### src/design/tiih_pkg.sv
// tiih_pkg: shared types and constants of the thermocouple filter and heater block
// word layouts, register indexes, conversion and filter coefficients
// no dependencies

package tiih_pkg;

  // configuration register indexes
  localparam int unsigned CfgIdxW = 2;
  localparam logic [CfgIdxW-1:0] REG_LOW_THRESHOLD  = 2'd0;
  localparam logic [CfgIdxW-1:0] REG_HIGH_THRESHOLD = 2'd1;
  localparam logic [CfgIdxW-1:0] REG_GUARD_TICKS    = 2'd2;

  localparam int unsigned CfgDataW = 18;

  localparam logic [17:0] LOW_THRESHOLD_RST  = 18'd7680;
  localparam logic [17:0] HIGH_THRESHOLD_RST = 18'd10240;
  localparam logic [9:0]  GUARD_TICKS_RST    = 10'd20;

  // adc code to 1/256 C: floor((adc*64000 + 620) / 1241)
  localparam logic [27:0] ADC_NUM  = 28'd64000;
  localparam logic [27:0] ADC_HALF = 28'd620;
  // ceil(2^40 / 1241), exact quotient for every numerator below 2^28
  localparam logic [29:0] ADC_RECIP = 30'd885988419;
  localparam int unsigned ADC_RECIP_SH = 40;
  localparam logic signed [20:0] RAW_OFFSET = 21'sd34048;

  // filter coefficients, q.30
  localparam logic signed [23:0] COEF_B0 = 24'sd2676301;
  localparam logic signed [23:0] COEF_B1 = 24'sd5352603;
  localparam logic signed [31:0] COEF_A1 = 32'sd2061584302;
  localparam logic signed [31:0] COEF_A2 = 32'sd998579896;

  localparam logic [10:0] COUNT_MAX = 11'd2047;

  typedef struct packed {
    logic              mode;
    logic [11:0]       adc_sample;
    logic signed [15:0] cold_junction_temp;
  } tiih_in_t;

  typedef struct packed {
    logic signed [19:0] raw_temp;
    logic signed [19:0] filtered_temp;
    logic               heater_on;
  } tiih_out_t;

  // converted sample between the front end and the filter
  typedef struct packed {
    logic               mode;
    logic signed [15:0] cold;
    logic signed [19:0] raw;
  } tiih_raw_t;

  typedef struct packed {
    logic [17:0] low_threshold;
    logic [17:0] high_threshold;
    logic [9:0]  guard_ticks;
  } tiih_cfg_t;

endpackage

### src/design/tiih_adc_conv.sv
// tiih_adc_conv: three-stage front end, adc code plus cold junction to raw temperature
// depends on tiih_pkg

module tiih_adc_conv (
  input  logic                 clk_i,
  input  logic                 rst_ni,
  input  logic                 up_valid_i,
  output logic                 up_ready_o,
  input  tiih_pkg::tiih_in_t   up_data_i,
  output logic                 dn_valid_o,
  input  logic                 dn_ready_i,
  output tiih_pkg::tiih_raw_t  dn_data_o
);

  logic v1_q, v2_q, v3_q;
  logic rdy1, rdy2, rdy3;

  logic               mode1_q, mode2_q;
  logic signed [15:0] cold1_q, cold2_q;
  logic [27:0]        num_q;
  logic [17:0]        quot_q;
  tiih_pkg::tiih_raw_t raw_q;

  logic [27:0]        num_d;
  logic [57:0]        prod;
  logic [17:0]        quot_d;
  logic signed [20:0] raw_wide;
  logic signed [19:0] raw_sat;

  assign rdy3 = !v3_q || dn_ready_i;
  assign rdy2 = !v2_q || rdy3;
  assign rdy1 = !v1_q || rdy2;
  assign up_ready_o = rdy1;

  assign num_d  = 28'(up_data_i.adc_sample) * tiih_pkg::ADC_NUM + tiih_pkg::ADC_HALF;
  assign prod   = 58'(num_q) * 58'(tiih_pkg::ADC_RECIP);
  assign quot_d = prod[57:tiih_pkg::ADC_RECIP_SH];

  assign raw_wide = $signed({3'b000, quot_q}) - tiih_pkg::RAW_OFFSET
                    + 21'(cold2_q);

  always_comb begin
    if (raw_wide[20] != raw_wide[19]) begin
      raw_sat = raw_wide[20] ? 20'sh80000 : 20'sh7FFFF;
    end else begin
      raw_sat = raw_wide[19:0];
    end
  end

  always_ff @(posedge clk_i or negedge rst_ni) begin
    if (!rst_ni) begin
      v1_q <= 1'b0;
      v2_q <= 1'b0;
      v3_q <= 1'b0;
    end else begin
      if (rdy1) v1_q <= up_valid_i;
      if (rdy2) v2_q <= v1_q;
      if (rdy3) v3_q <= v2_q;
    end
  end

  always_ff @(posedge clk_i) begin
    if (up_valid_i && rdy1) begin
      num_q   <= num_d;
      mode1_q <= up_data_i.mode;
      cold1_q <= up_data_i.cold_junction_temp;
    end
    if (v1_q && rdy2) begin
      quot_q  <= quot_d;
      mode2_q <= mode1_q;
      cold2_q <= cold1_q;
    end
    if (v2_q && rdy3) begin
      raw_q.mode <= mode2_q;
      raw_q.cold <= cold2_q;
      // seed words pass the cold junction value straight through
      raw_q.raw  <= mode2_q ? 20'(cold2_q) : raw_sat;
    end
  end

  assign dn_valid_o = v3_q;
  assign dn_data_o  = raw_q;

endmodule

### config.mk
export PLATFORM = sky130hd
export DESIGN_NAME = tiih_adc_conv
export DESIGN_NICKNAME = d
export VERILOG_FILES = /design/src/design/tiih_pkg.sv /design/src/design/tiih_adc_conv.sv
export SDC_FILE = /design/constraint.sdc
export NUM_CORES = 1
export LEC_CHECK = 0
export BUFFER_PORTS_ARGS = -buffer_cell sky130_fd_sc_hd__buf_2
export CAP_MARGIN = 20
export CORE_AREA = 2 2 168 170
export DETAILED_ROUTE_END_ITERATION = 8
export DIE_AREA = 0 0 170 172
export PLACE_DENSITY = 0.86
export SKIP_CTS_REPAIR_TIMING = 1
export SLEW_MARGIN = 20
export SYNTH_ARGS = -nofsm -noshare
export SYNTH_HDL_FRONTEND = slang
export SYNTH_SLANG_ARGS = --single-unit
export TNS_END_PERCENT = 10
### constraint.sdc
create_clock -name clk_i -period 19.1 [get_ports clk_i]
set_input_delay 4.775 -clock clk_i [delete_from_list [all_inputs] [get_ports clk_i]]
set_output_delay 4.775 -clock clk_i [all_outputs]
set_load 0.01 [all_outputs]
* After elaboration in Yosys (flattened, before gate mapping)
Cells that the tools add are included.
** Cells by class
- Equality and inequality tests :: 1
- Multiply operators :: 2
- Add/subtract/negate cells :: 3
- Reduce and logical (&&, ||, !) cells :: 9
- Multiplexer cells :: 3
** Operators by type and width (number)
- 20-bit 2-to-1 mux :: 3
- 28-bit by 30-bit multiplier with 58-bit output (second input constant) :: 1
- 28-bit by 10-bit adder with 28-bit output (second input constant) :: 1
- 19-bit by 16-bit adder with 20-bit output :: 1
- 12-bit by 7-bit multiplier with 19-bit output (second input constant) :: 1
- 18-bit by 16-bit subtractor with 19-bit output (second input constant) :: 1
- 1-bit logical AND :: 3
- 1-bit zero test :: 3
- 1-bit logical OR :: 3
- 1-bit inequality test :: 1
** Word-level totals
- Register bits :: 120
- Word-level logic and storage cells :: 30
- Input bits :: 33
- Output and inout bits :: 39

* Depth between registers and ports, before layout
- Depth after elaboration :: 5
- Mapped depth :: 23
- Mapped depth without buffers :: 22

* Worst setup path before layout
Ideal clock, no wire load.
- Kind :: input -> output
- Start point :: input dn_ready_i
- End point :: output up_ready_o
- Path slack :: 9270 ps
- Data required time :: 14325 ps
- Stages :: 2
- Arrival time :: 5055 ps
- Path buffers :: 0
- Cell sequence :: nor2b_1 nand3_1
** Between the ends
- Longest elaborated chain between the ends :: 3
** RTL lines
- start: declaration :: RTL line tiih_adc_conv.sv:11 : input logic dn_ready_i,
- 1-bit logical OR :: RTL line tiih_adc_conv.sv:30 : assign rdy3 = !v3_q || dn_ready_i;
- 1-bit logical OR :: RTL line tiih_adc_conv.sv:31 : assign rdy2 = !v2_q || rdy3;
- 1-bit logical OR :: RTL line tiih_adc_conv.sv:32 : assign rdy1 = !v1_q || rdy2;
- end: declaration :: RTL line tiih_adc_conv.sv:8 : output logic up_ready_o,
Every way passes these cells.

* Worst setup path after layout
Same ends and word-level chain as after synthesis.

==> results.cfg <==
[timing]
slew-limit-headroom_pct = 36.5
min_period_ps = 10070
fmax_mhz = 99.3
setup_viol_count_final = 0
skew_ps = 11.3
worst_pin_slew_ps = 952
rsz0062_at_grt = false
min_period_over_period_pct = 52.7
drv_slew = 0
setup_tns_ps = 0
finalHoldViolations = 0

[worst_setup_path]
crit_arrival_ps = 5300
critPathMaxFanout = 3
cp_slowest_cell = buf_2
cp_common_cell = buf_2
crit_type = input port to output port
slowest_delay_ps = 160
cp_data_required_time_ps = 14320
path_cells = buf_2, nor2b_1, nand3_1, buf_2
critPathCaptureType = output port
startpoint_type = input port

[floorplan]
initial_core_util_pct = 60.8
fp.dieArea_um2 = 29200
core-area_um2 = 27500
std_cell_rows = 61
die_h_um = 172
die_w_um = 170
ios = 72

[final_layout]
final_common_cell = inv_1
layout_common_cells = inv_1 (397), ha_1 (321), fa_1 (232)
stdcell_count = 1986
diodes = 0
fillCellCount = 2029
multi_input_area_um2 = 11900
regArea_um2 = 3320
layout-area-overhead-vs-synth_pct = 6.41
final_nets = 2221
drive_above_1_share_pct = 7.62

[placement]
io_buffers = 71
dp_hpwl_um = 30400
dp.cells = 1970
place.gp.congestion = 0.987

[global_routing]
grt.total_usage_pct = 25.7
grt_max_degree = 38
overflow = 0
grt_pass1_vias = 12100
antenna_found_initial = 0
grt_pass1_wl_um = 58600

[clocking]
cts.sinks = 111
ctsRootBufferMaster = clkbuf_16
clockBufferDepth = 2
clkLatencyLatePin_ps = 370
clkTransAtPathRegs_ps = 80
cts_made_buffers = 9
cts_tree = done
h-tree-depth = 3

[synth]
synth.distinct_cells = 82
synth_ff_type = edfxtp_1
ys_seq_elements = 111
syn_avg_cell_area_um2 = 10.7
ys_async_sr_fraction_pct = 2.70
ys_seq_area_share_pct = 19.8
netlist_area_um2 = 16700
yosys_warnings = 0
synth_edf_count = 108
synth_cells = 1561
synth_fp_nets = 2147

[drt]
drt_iter0_markers = 843
avgViaCountPerCell = 5.70
ant_nets = 0
num_vias = 11300
drc = 0
wire_per_inst_um = 17.9
dr.pass1.iters = 6
wirelength_um = 35600

[hold_path]
hold_class = register to register

[job]
maxCapViolCount = 0

[status]
outcome = finished, final reports clean
==> cell usage after synthesis, types with 3 or more instances <==
| master | number | share of area, % |
|---|---|---|
| or2_2 | 7 | 0.26 |
| a21o_1 | 27 | 1.2 |
| nand2_1 | 51 | 1.1 |
| o21a_1 | 5 | 0.22 |
| o31ai_1 | 7 | 0.31 |
| and2_1 | 5 | 0.19 |
| ha_1 | 321 | 24 |
| a21oi_1 | 52 | 1.6 |
| dfrtp_1 | 3 | 0.45 |
| nor4b_1 | 4 | 0.21 |
| nor2b_1 | 6 | 0.22 |
| a221oi_1 | 3 | 0.16 |
| nand3_1 | 26 | 0.78 |
| nor3_1 | 12 | 0.36 |
| nand2b_1 | 9 | 0.34 |
| o21bai_1 | 3 | 0.13 |
| fa_1 | 232 | 28 |
| clkbuf_1 | 10 | 0.22 |
| o21ai_1 | 3 | 0.090 |
| nor2_1 | 40 | 0.90 |
| a31oi_1 | 10 | 0.37 |
| o211ai_1 | 8 | 0.36 |
| o21ai_0 | 44 | 1.3 |
| inv_1 | 397 | 8.9 |
| nand4_1 | 10 | 0.37 |
| nor4_1 | 3 | 0.11 |
| edfxtp_1 | 108 | 19 |
| a211oi_1 | 9 | 0.40 |
| xnor2_1 | 43 | 2.3 |
| and3_1 | 9 | 0.34 |
| a311oi_1 | 3 | 0.16 |
| xor2_1 | 29 | 1.5 |
==> worst paths after layout <==
kind / cells after the start / to / start / slack [ps]
hold / removal: 0 / cold2_q[13] / cold1_q[13] / 420
min in group asynchronous: 1 / v1_q / rst_ni / 4180
max in group asynchronous: 1 / dn_valid_o / rst_ni / 14810
setup / recovery: 4 / up_ready_o / dn_ready_i / 9030
setup reg to reg: 20 / quot_q[10] / num_q[16] / 11650
hold reg to reg: 0 / cold2_q[13] / cold1_q[13] / 420
==> state kept, by name (all words and copies together) (netlist names) <==
register    flops
mode1_q         1
v2_q            1
mode2_q         1
num_q          19
dn_data_o      37
cold1_q        16
cold2_q        16
dn_valid_o      1
v1_q            1
quot_q         18
==> through the flow <==
stage               setup slack [ps]  hold WS (ps)  area, um^2  utilization, %
CTS                             9020           418       17800            64.7
global placement                9050           402       17500            63.7
detailed placement              9020           405       17500            63.7
floorplan                       9270           400       16700               -
global route                    8980           429       17800            64.7
finish                          9030           418       17800            64.7
==> layout make-up <==
type	count	area share [%]
multi-input cells	1041	66.7
flip-flops and latches	111	18.7
inverters	397	8.38
well taps	346	2.43
repair buffers	75	2.17
clock buffers	9	1.27
clock inverters	7	0.422
==> kinds of logic after synthesis <==
| logic type | Yosys count | share of synthesized area [%] |
|---|---|---|
| adders and majority gates | 553 | 51.8 |
| buffers and inverters | 409 | 9.20 |
| AOI/OAI and AO/OA | 210 | 8.64 |
| and+or+nand+nor | 201 | 6.35 |
| DFF | 111 | 19.8 |
| xor gates and xnor gates | 73 | 3.91 |
| muxes | 4 | 0.254 |
==> metal layers <==
layer | GRT usage (%) | vias up | wire length (um)
met4 | 11.4 | 0 | 1640
met5 | 0 | - | 0
met2 | 46.2 | 421 | 17600
met1 | 30.9 | 5493 | 14200
li1 | - | 5299 | -
met3 | 3.73 | 113 | 2140
==> worst max-delay path: cells and delay by family <==
| family | cells | cell delay, ps |
|---|---|---|
| buffers and inverters | 2 | 260 |
| AND/OR/NAND/NOR | 2 | 270 |
Power is left out: the tool's default activity adds up to more than one toggle a clock period on the data nets, which glitch-free logic cannot reach.
