$ cat src/design/tiih_pkg.sv
// tiih_pkg: shared types and constants of the thermocouple filter and heater block
// word layouts, register indexes, conversion and filter coefficients
// no dependencies

package tiih_pkg;

  // configuration register indexes
  localparam int unsigned CfgIdxW = 2;
  localparam logic [CfgIdxW-1:0] REG_LOW_THRESHOLD  = 2'd0;
  localparam logic [CfgIdxW-1:0] REG_HIGH_THRESHOLD = 2'd1;
  localparam logic [CfgIdxW-1:0] REG_GUARD_TICKS    = 2'd2;

  localparam int unsigned CfgDataW = 18;

  localparam logic [17:0] LOW_THRESHOLD_RST  = 18'd7680;
  localparam logic [17:0] HIGH_THRESHOLD_RST = 18'd10240;
  localparam logic [9:0]  GUARD_TICKS_RST    = 10'd20;

  // adc code to 1/256 C: floor((adc*64000 + 620) / 1241)
  localparam logic [27:0] ADC_NUM  = 28'd64000;
  localparam logic [27:0] ADC_HALF = 28'd620;
  // ceil(2^40 / 1241), exact quotient for every numerator below 2^28
  localparam logic [29:0] ADC_RECIP = 30'd885988419;
  localparam int unsigned ADC_RECIP_SH = 40;
  localparam logic signed [20:0] RAW_OFFSET = 21'sd34048;

  // filter coefficients, q.30
  localparam logic signed [23:0] COEF_B0 = 24'sd2676301;
  localparam logic signed [23:0] COEF_B1 = 24'sd5352603;
  localparam logic signed [31:0] COEF_A1 = 32'sd2061584302;
  localparam logic signed [31:0] COEF_A2 = 32'sd998579896;

  localparam logic [10:0] COUNT_MAX = 11'd2047;

  typedef struct packed {
    logic              mode;
    logic [11:0]       adc_sample;
    logic signed [15:0] cold_junction_temp;
  } tiih_in_t;

  typedef struct packed {
    logic signed [19:0] raw_temp;
    logic signed [19:0] filtered_temp;
    logic               heater_on;
  } tiih_out_t;

  // converted sample between the front end and the filter
  typedef struct packed {
    logic               mode;
    logic signed [15:0] cold;
    logic signed [19:0] raw;
  } tiih_raw_t;

  typedef struct packed {
    logic [17:0] low_threshold;
    logic [17:0] high_threshold;
    logic [9:0]  guard_ticks;
  } tiih_cfg_t;

endpackage

$ cat src/design/tiih_filter.sv
// tiih_filter: biquad low-pass (feed-forward stage, feedback stage) and heater hysteresis
// depends on tiih_pkg

module tiih_filter (
  input  logic                 clk_i,
  input  logic                 rst_ni,
  input  tiih_pkg::tiih_cfg_t  cfg_i,
  input  logic                 up_valid_i,
  output logic                 up_ready_o,
  input  tiih_pkg::tiih_raw_t  up_data_i,
  output logic                 dn_valid_o,
  input  logic                 dn_ready_i,
  output tiih_pkg::tiih_out_t  dn_data_o
);

  localparam logic signed [64:0] ROUND_Q30 = 65'sd536870912;

  logic v4_q, v5_q;
  logic rdy4, rdy5;

  // feed-forward stage
  logic               mode4_q;
  logic signed [15:0] cold4_q;
  logic signed [19:0] raw4_q;
  logic signed [52:0] ff4_q;
  logic signed [19:0] xh0_q, xh1_q;

  // feedback stage and result
  logic signed [31:0] yh0_q, yh1_q;
  logic [10:0]        count_q;
  logic               heater_q;
  tiih_pkg::tiih_out_t out_q;

  logic signed [20:0] xsum;
  logic signed [44:0] m0, m1;
  logic signed [52:0] ff_d;
  logic signed [64:0] acc;
  logic signed [34:0] y35;
  logic signed [31:0] y32;
  logic signed [32:0] yr;
  logic signed [24:0] f25;
  logic signed [19:0] filt;
  logic               allowed;
  logic               heater_d;

  assign rdy5 = !v5_q || dn_ready_i;
  assign rdy4 = !v4_q || rdy5;
  assign up_ready_o = rdy4;

  // b0 and b2 are equal, so pair x0 with x2
  assign xsum = 21'(up_data_i.raw) + 21'(xh1_q);
  assign m0   = 45'(xsum) * 45'(tiih_pkg::COEF_B0);
  assign m1   = 45'(xh0_q) * 45'(tiih_pkg::COEF_B1);
  assign ff_d = 53'(m0 + m1) <<< 8;

  assign acc = 65'(ff4_q) + 65'(tiih_pkg::COEF_A1) * 65'(yh0_q)
               - 65'(tiih_pkg::COEF_A2) * 65'(yh1_q) + ROUND_Q30;
  assign y35 = acc[64:30];

  always_comb begin
    if ((y35[34:31] != 4'b0000) && (y35[34:31] != 4'b1111)) begin
      y32 = y35[34] ? 32'sh80000000 : 32'sh7FFFFFFF;
    end else begin
      y32 = y35[31:0];
    end
  end

  assign yr  = 33'(y32) + 33'sd128;
  assign f25 = yr[32:8];

  always_comb begin
    if ((f25[24:19] != 6'b000000) && (f25[24:19] != 6'b111111)) begin
      filt = f25[24] ? 20'sh80000 : 20'sh7FFFF;
    end else begin
      filt = f25[19:0];
    end
  end

  assign allowed = count_q > 11'(cfg_i.guard_ticks);

  always_comb begin
    heater_d = heater_q;
    if (allowed && ($signed({filt[19], filt}) < $signed({3'b000, cfg_i.low_threshold}))) begin
      heater_d = 1'b1;
    end
    // off wins when both thresholds are crossed
    if (allowed && ($signed({filt[19], filt}) > $signed({3'b000, cfg_i.high_threshold}))) begin
      heater_d = 1'b0;
    end
  end

  always_ff @(posedge clk_i or negedge rst_ni) begin
    if (!rst_ni) begin
      v4_q     <= 1'b0;
      v5_q     <= 1'b0;
      xh0_q    <= '0;
      xh1_q    <= '0;
      yh0_q    <= '0;
      yh1_q    <= '0;
      count_q  <= '0;
      heater_q <= 1'b0;
    end else begin
      if (rdy4) v4_q <= up_valid_i;
      if (rdy5) v5_q <= v4_q;
      if (up_valid_i && rdy4) begin
        if (up_data_i.mode) begin
          xh0_q <= 20'(up_data_i.cold);
          xh1_q <= 20'(up_data_i.cold);
        end else begin
          xh0_q <= up_data_i.raw;
          xh1_q <= xh0_q;
        end
      end
      if (v4_q && rdy5) begin
        if (mode4_q) begin
          yh0_q   <= {{8{cold4_q[15]}}, cold4_q, 8'h00};
          yh1_q   <= {{8{cold4_q[15]}}, cold4_q, 8'h00};
          count_q <= '0;
        end else begin
          yh0_q    <= y32;
          yh1_q    <= yh0_q;
          heater_q <= heater_d;
          if (count_q < tiih_pkg::COUNT_MAX) begin
            count_q <= count_q + 11'd1;
          end
        end
      end
    end
  end

  always_ff @(posedge clk_i) begin
    if (up_valid_i && rdy4) begin
      mode4_q <= up_data_i.mode;
      cold4_q <= up_data_i.cold;
      raw4_q  <= up_data_i.raw;
      ff4_q   <= ff_d;
    end
    if (v4_q && rdy5) begin
      out_q.raw_temp <= raw4_q;
      if (mode4_q) begin
        out_q.filtered_temp <= 20'(cold4_q);
        out_q.heater_on     <= heater_q;
      end else begin
        out_q.filtered_temp <= filt;
        out_q.heater_on     <= heater_d;
      end
    end
  end

  assign dn_valid_o = v5_q;
  assign dn_data_o  = out_q;

endmodule

$ cat config.mk
export PLATFORM = sky130hd
export DESIGN_NAME = tiih_filter
export DESIGN_NICKNAME = d
export VERILOG_FILES = /design/src/design/tiih_pkg.sv /design/src/design/tiih_filter.sv
export SDC_FILE = /design/constraint.sdc
export NUM_CORES = 2
export LEC_CHECK = 0
export BUFFER_PORTS_ARGS = -buffer_cell sky130_fd_sc_hd__buf_4
export CORE_UTILIZATION = 49
export DETAILED_ROUTE_END_ITERATION = 10
export HOLD_SLACK_MARGIN = 0.06
export PLACE_DENSITY = 0.71
export RECOVER_POWER = 100
export SYNTH_ARGS = -nofsm -noshare
export SYNTH_HDL_FRONTEND = slang
export SYNTH_SLANG_ARGS = --single-unit
$ cat constraint.sdc
create_clock -name clk_i -period 27.6 [get_ports clk_i]
set_input_delay 2.76 -clock clk_i [delete_from_list [all_inputs] [get_ports clk_i]]
set_output_delay 2.76 -clock clk_i [all_outputs]
set_load 0.01 [all_outputs]
; ---- Word level (Yosys, flattened, before mapping)
; Index checks and enable logic that the tools add are counted.
; Widths: inputs -> output; s select.
[word_totals]
regBits = 241
in_bits = 87
output_inout_bits = 43
[classes]
n_addsub = 7
mul = 4
order_cmp = 4
eq_ne = 2
mux = 13
n_bitwise = 1
n_reduce_logical = 15
[ops]
columns = op, count
row1 = $mux 32, 4
row2 = $mux 20, 4
row3 = $add 53x64->65, 1
row4 = $add 65x31->65 const B, 1
row5 = $sub 65x63->65, 1
row6 = $mul 31x32->63 const A, 1
row7 = $mul 28x32->60 const A, 1
row8 = $add 44x44->45, 1
row9 = $mul 20x24->44 const B, 1
row10 = $mul 21x23->44 const B, 1
row11 = $add 32x9->33 const B, 1
row12 = $mux 11, 2
row13 = $add 20x20->21, 1
row14 = $mux 21, 1
row15 = $gt 20x19->1, 1
row16 = $lt 20x19->1, 1
row17 = $add 11x1->11 const B, 1
row18 = $gt 11x10->1, 1
row19 = $lt 11x11->1 const B, 1
row20 = $logic_and 1x1->1, 6
row21 = $ne 6x6->1 const B, 1
row22 = $reduce_bool 6->1, 1
row23 = $ne 4x4->1 const B, 1
row24 = $reduce_and 2->1, 2
row25 = 6 further kinds, 9

; ---- Depth between registers and ports, before layout
[logic_depth]
word_depth = 16
mapped_depth = 79

; ---- Worst setup path before layout
; No wires, ideal clock.
[synth_path]
kind = flip-flop to flip-flop
start = register yh0_q[31]
end = register out_q, in the netlist dn_data_o[0], data pin
setup_time_ps = 146
arrival_time_ps = 16460
t_required_ps = 27454
slack_ps = 10994
stages_incl_launch_ff = 68
period_less_slack_ps = 16606
cell_sequence = dfrtp_1 -> inv_1 -> fa_1 -> fa_1 -> fa_1 -> inv_1 -> fa_1 -> fa_1 -> fa_1 -> inv_1 -> fa_1 -> inv_1 -> ha_1 -> a21o_1 -> a21o_1 -> or3_1 -> o21ba_2 -> a21oi_1 -> [... 32 more ...] -> buf_2 -> o21ai_1 -> ha_1 -> a21oi_1 -> nor2b_1 -> o21ai_0 -> nand2b_1 -> a21oi_1 -> nor2b_1 -> o21ai_0 -> nand2b_1 -> a21oi_1 -> nor3_1 -> nor4bb_1 -> a21oi_1 -> a2111oi_4 -> o41ai_1 -> a21oi_1
[synth_via]
elab_chain_cells = 16
word_cells_on_any_way = 22
[synth_lines]
columns = element, line
row1 = from (decl), tiih_filter.sv:29  ; logic signed [31:0] yh0_q, yh1_q;
row2 = from (signal assigned), tiih_filter.sv:116  ; yh0_q <= {{8{cold4_q[15]}}, cold4_q, 8'h00};
row3 = from (signal assigned), tiih_filter.sv:120  ; yh0_q <= y32;
row4 = $mul 31x32->63 *, tiih_filter.sv:56  ; assign acc = 65'(ff4_q) + 65'(tiih_pkg::COEF_A1) * 65'(yh0_q)
row5 = $add 53x64->65 *, tiih_filter.sv:56
row6 = $sub 65x63->65 *, tiih_filter.sv:57  ; - 65'(tiih_pkg::COEF_A2) * 65'(yh1_q) + ROUND_Q30;
row7 = $add 65x31->65 *, tiih_filter.sv:57
row8 = $ne 4x4->1 / $reduce_bool 4->1 (equally long branches), tiih_filter.sv:61  ; if ((y35[34:31] != 4'b0000) && (y35[34:31] != 4'b1111)) begin
row9 = $logic_and 1x1->1, tiih_filter.sv:61
row10 = $mux 32 *, tiih_filter.sv:61
row11 = $add 32x9->33 *, tiih_filter.sv:68  ; assign yr = 33'(y32) + 33'sd128;
row12 = $ne 6x6->1 / $reduce_bool 6->1 (equally long branches), tiih_filter.sv:72  ; if ((f25[24:19] != 6'b000000) && (f25[24:19] != 6'b111111)) begin
row13 = $logic_and 1x1->1, tiih_filter.sv:72
row14 = $mux 20 *, tiih_filter.sv:72
row15 = $lt 20x19->1, tiih_filter.sv:83  ; if (allowed && ($signed({filt[19], filt}) < $signed({3'b000, cfg_i.low_threshold}))) begin
row16 = $logic_and 1x1->1, tiih_filter.sv:83
row17 = $mux 1, tiih_filter.sv:83
row18 = $mux 1 *, tiih_filter.sv:87  ; if (allowed && ($signed({filt[19], filt}) > $signed({3'b000, cfg_i.high_threshold}))) begin
row19 = $mux 21 *, tiih_filter.sv:140  ; if (mode4_q) begin
row20 = to (decl), tiih_filter.sv:32  ; tiih_pkg::tiih_out_t out_q;
; Mark *: on every way between the ends. The rest lies on a longest branch, timed or not.
; A chain may end at the register's enable or synchronous reset.

; ---- Final worst setup path
[layout_path]
start = register yh0_q[7]
end = register out_q, in the netlist dn_data_o[0], data pin
; The elaborated chain is that of the path after synthesis.

==> metrics.txt <==
# TYPE chip_impl_metric gauge
chip_impl_info{name="outcome",value="finished with violations"} 1
chip_impl_info{name="failed_checks",value="capacitance limit, slew limit"} 1
chip_impl_metric{name="cts.path.max_buffers",unit=""} 3
chip_impl_metric{name="ctsHtreeMaxLevel",unit=""} 2
chip_impl_metric{name="period_minus_slack",unit="ns"} 20.66
chip_impl_info{name="ys_top_cells_by_area",value="sky130_fd_sc_hd__fa_1 40%, sky130_fd_sc_hd__ha_1 21%, sky130_fd_sc_hd__inv_1 13%, sky130_fd_sc_hd__edfxtp_1 5.3%, sky130_fd_sc_hd__dfrtp_1 4.2%"} 1
chip_impl_metric{name="numPortBuffers",unit=""} 129
chip_impl_info{name="setup_repair_after_global_routing_missed_its_margin",value="no"} 1
chip_impl_metric{name="post_cts_resized",unit=""} 0
chip_impl_metric{name="route.final.wire_length",unit="um"} 231800
chip_impl_metric{name="cts.hold.buffers_added",unit=""} 0
chip_impl_metric{name="post-synth-top-area-fraction",unit=""} 0.3955
chip_impl_info{name="synth_ff_type",value="sky130_fd_sc_hd__edfxtp_1"} 1
chip_impl_metric{name="async_reset_ff_frac",unit=""} 0.4896
chip_impl_metric{name="syn_inst",unit=""} 7188
chip_impl_metric{name="timing.critical_path.arrival",unit="ns"} 21.16
chip_impl_info{name="critical_path_endpoint_category",value="register"} 1
chip_impl_metric{name="slew_headroom",unit=""} -2.639
chip_impl_metric{name="detail_route.drc_violations",unit=""} 0
chip_impl_metric{name="wl_per_cell",unit="um"} 25.11
chip_impl_info{name="crit_slowest_cell",value="sky130_fd_sc_hd__a2bb2oi_1"} 1
chip_impl_metric{name="synth.avg_cell_area",unit="um^2"} 9.767
chip_impl_metric{name="worst_pin_slew",unit="ns"} 5.459
chip_impl_metric{name="drv.max_cap_violation_count",unit=""} 11
chip_impl_info{name="clock_tree_from_tritoncts",value="built"} 1
chip_impl_metric{name="timing_max_transition_violations_final",unit=""} 529
chip_impl_info{name="critical_path.top_delay_family",value="compound AO/OA/AOI/OAI gates"} 1
chip_impl_metric{name="detailed_placer_s_ending_hpwl",unit="um"} 208600
chip_impl_metric{name="timing.fmax",unit="GHz"} 0.04839
chip_impl_metric{name="dieWidth",unit="um"} 380.5
chip_impl_metric{name="postCtsSetupBuffers",unit=""} 0
chip_impl_metric{name="vias_in_the_first_global_route",unit=""} 53150
chip_impl_metric{name="overflow",unit=""} 0
chip_impl_metric{name="yosysWarnings",unit=""} 0
chip_impl_metric{name="mappedNetlistNets",unit=""} 9822
chip_impl_metric{name="crit_path_buf_inv_count",unit=""} 6
chip_impl_metric{name="synth_enable_flop_cells",unit=""} 123
chip_impl_metric{name="ys_seq_area_frac",unit=""} 0.09467
chip_impl_metric{name="grt_start_max_net_pins",unit=""} 82
chip_impl_metric{name="slowest_delay",unit="ns"} 1.33
chip_impl_metric{name="total_grt_usage",unit=""} 0.3273
chip_impl_metric{name="final.setup.tns",unit="ns"} 0
chip_impl_metric{name="first_pass_grt_wire_length",unit="um"} 345400
chip_impl_metric{name="drt_iter0_drc",unit=""} 3654
chip_impl_metric{name="synth.lib_cells_used.distinct",unit=""} 91
chip_impl_metric{name="critical_path_required",unit="ns"} 28.09
chip_impl_metric{name="io_pins",unit=""} 130
chip_impl_metric{name="drtAntennaViolNets",unit=""} 0
chip_impl_metric{name="detailedRoute.firstPassIterationCount",unit=""} 5
chip_impl_metric{name="ys_ff_latch",unit=""} 241
chip_impl_metric{name="area_delta_synth_final",unit="%"} 5.926
chip_impl_info{name="path_class",value="register to register"} 1
chip_impl_info{name="yosysTopAreaCell",value="sky130_fd_sc_hd__fa_1"} 1
chip_impl_metric{name="vias_per_cell",unit=""} 5.356
chip_impl_metric{name="core.rowCount",unit=""} 138
chip_impl_metric{name="tritoncts.num_buffers",unit=""} 37
chip_impl_metric{name="globalplace.congestion",unit=""} 1.038
chip_impl_metric{name="antenna_found_initial",unit=""} 19
chip_impl_metric{name="clock_skew_after_layout",unit="ns"} 0.04307
chip_impl_metric{name="start_util",unit=""} 0.4946
chip_impl_metric{name="final_layout_size_suffix_gt1_frac",unit=""} 0.02426
chip_impl_info{name="worstSetupStartpointType",value="register"} 1
chip_impl_metric{name="sink_count",unit=""} 241
chip_impl_metric{name="area_used_by_multi_input_combinational_logic",unit="um^2"} 54250
chip_impl_metric{name="setup_viol",unit=""} 0
chip_impl_metric{name="sequential_cell_area",unit="um^2"} 6649
chip_impl_metric{name="die_area",unit="um^2"} 144800
chip_impl_metric{name="vias",unit=""} 49440
chip_impl_metric{name="period_share",unit=""} 0.7487
chip_impl_metric{name="final.fill_count",unit=""} 13120
chip_impl_metric{name="clock_latency",unit="ns"} 0.64
chip_impl_metric{name="timing.final.hold_violations",unit=""} 0
chip_impl_metric{name="cell_area_after_synthesis",unit="um^2"} 70200
chip_impl_info{name="root_buffer",value="sky130_fd_sc_hd__clkbuf_16"} 1
chip_impl_info{name="min-delay-path-class",value="register to register"} 1
chip_impl_metric{name="critPathMaxFanout",unit=""} 25
chip_impl_metric{name="clk_pin_slew",unit="ns"} 0.06
chip_impl_metric{name="coreArea",unit="um^2"} 141900
chip_impl_metric{name="layout.nets",unit=""} 9943
chip_impl_metric{name="vert_die_dim",unit="um"} 380.5
==> synthesized netlist by cell type, types with 60 or more instances <==
master	n
sky130_fd_sc_hd__nand3_1	62
sky130_fd_sc_hd__a21o_1	114
sky130_fd_sc_hd__nand2_1	238
sky130_fd_sc_hd__fa_1	1387
sky130_fd_sc_hd__o21ai_0	228
sky130_fd_sc_hd__clkbuf_1	60
sky130_fd_sc_hd__edfxtp_1	123
sky130_fd_sc_hd__inv_1	2389
sky130_fd_sc_hd__a21oi_1	268
sky130_fd_sc_hd__xnor2_1	179
sky130_fd_sc_hd__dfrtp_1	118
sky130_fd_sc_hd__ha_1	1160
sky130_fd_sc_hd__xor2_1	90
sky130_fd_sc_hd__nor2_1	140
==> path summary, 6_finish.rpt <==
check	from	to	slack (ns)	cells past startpoint
max	yh0_q[7]	dn_data_o[0]	6.94	70
min	raw4_q[6]	dn_data_o[27]	0.40	0
max reg2reg	yh0_q[7]	dn_data_o[0]	6.94	70
min reg2reg	raw4_q[6]	dn_data_o[27]	0.40	0
max in group asynchronous	rst_ni	yh1_q[31]	18.05	2
min in group asynchronous	rst_ni	yh0_q[2]	4.16	1
==> final cells by class <==
| cell class | instances | area share |
|---|---|---|
| diodes | 3 | 0.0001010 |
| clock buffers | 46 | 0.01359 |
| clock inverters | 22 | 0.003483 |
| inverters | 2393 | 0.1208 |
| multi-input cells | 4479 | 0.7295 |
| flip-flops and latches | 241 | 0.08941 |
| well taps | 1890 | 0.03180 |
| repair buffers | 157 | 0.01131 |
==> state kept, by name, summed over array words and instances, names as in the netlist <==
| signal | flops |
|---|---|
| count_q | 11 |
| v4_q | 1 |
| ff4_q | 45 |
| cold4_q | 16 |
| yh0_q | 32 |
| mode4_q | 1 |
| xh1_q | 20 |
| yh1_q | 32 |
| raw4_q | 20 |
| dn_data_o | 41 |
| dn_valid_o | 1 |
| xh0_q | 20 |
| heater_q | 1 |
==> worst reg2reg max path, delay by kind of cell (launching register included) <==
family	cells	cell delay, ns
AO/OA/AOI/OAI	34	9.86
XOR/XNOR	2	0.44
adder cells (fa/ha/maj)	14	5.38
buffers and inverters	6	0.82
flip-flops	1	0.73
AND/OR/NAND/NOR	14	3.34
==> stage by stage <==
stage | utilization | instances | hold slack (ns) | instance area, um^2 | setup slack, ns
finish | 0.5239 | 9231 | 0.4037 | 74360 | 6.936
global route | 0.5239 | 9229 | 0.4153 | 74360 | 5.374
CTS | 0.5267 | 9228 | 0.4027 | 74760 | 8.806
detailed placement | 0.5178 | 9160 | 0.4054 | 73490 | 8.809
global placement | 0.5178 | 9160 | 0.4041 | 73490 | 9.248
floorplan | - | 7188 | 0.4003 | 70200 | 10.99
==> logic make-up after synthesis <==
kind of cell | count (synthesis) | share of synthesized area
adders and majority gates | 2548 | 0.6024
buffers and inverters | 2468 | 0.1321
AOI/OAI and AO/OA | 914 | 0.08229
and+or+nand+nor | 705 | 0.04871
xor gates and xnor gates | 270 | 0.03379
DFF | 241 | 0.09467
muxes | 42 | 0.006024
==> layer usage <==
layer	up-vias	wire, um	GRT usage	share of wire
met4	18	10540	0.1270	0.045
li1	22210	-	-	-
met3	371	14410	0.04161	0.062
met2	1557	110500	0.5456	0.48
met5	-	115	0	0.00050
met1	25280	96200	0.4338	0.41
==> cells in the final DEF (no fill, tap or decap), types with 50 or more instances in the layout <==
cell type                  synthesis  routed
sky130_fd_sc_hd__ha_1           1160    1160
sky130_fd_sc_hd__xnor2_1         179     177
sky130_fd_sc_hd__nand2_1         238     236
sky130_fd_sc_hd__nand2b_1         50      50
sky130_fd_sc_hd__edfxtp_1        123     123
sky130_fd_sc_hd__nor2_1          140     140
sky130_fd_sc_hd__a21o_1          114     114
sky130_fd_sc_hd__fa_1           1387    1387
sky130_fd_sc_hd__inv_1          2389    2387
sky130_fd_sc_hd__o21ai_0         228     246
sky130_fd_sc_hd__xor2_1           90      90
sky130_fd_sc_hd__buf_4             0      66
sky130_fd_sc_hd__dfrtp_1         118     116
sky130_fd_sc_hd__clkbuf_1         60      95
sky130_fd_sc_hd__a21oi_1         268     268
sky130_fd_sc_hd__nor3_1           49      50
sky130_fd_sc_hd__nand3_1          62      63
Power is not shown: default switching activity piles up to over one toggle a cycle in this logic, so the estimate is an artifact.
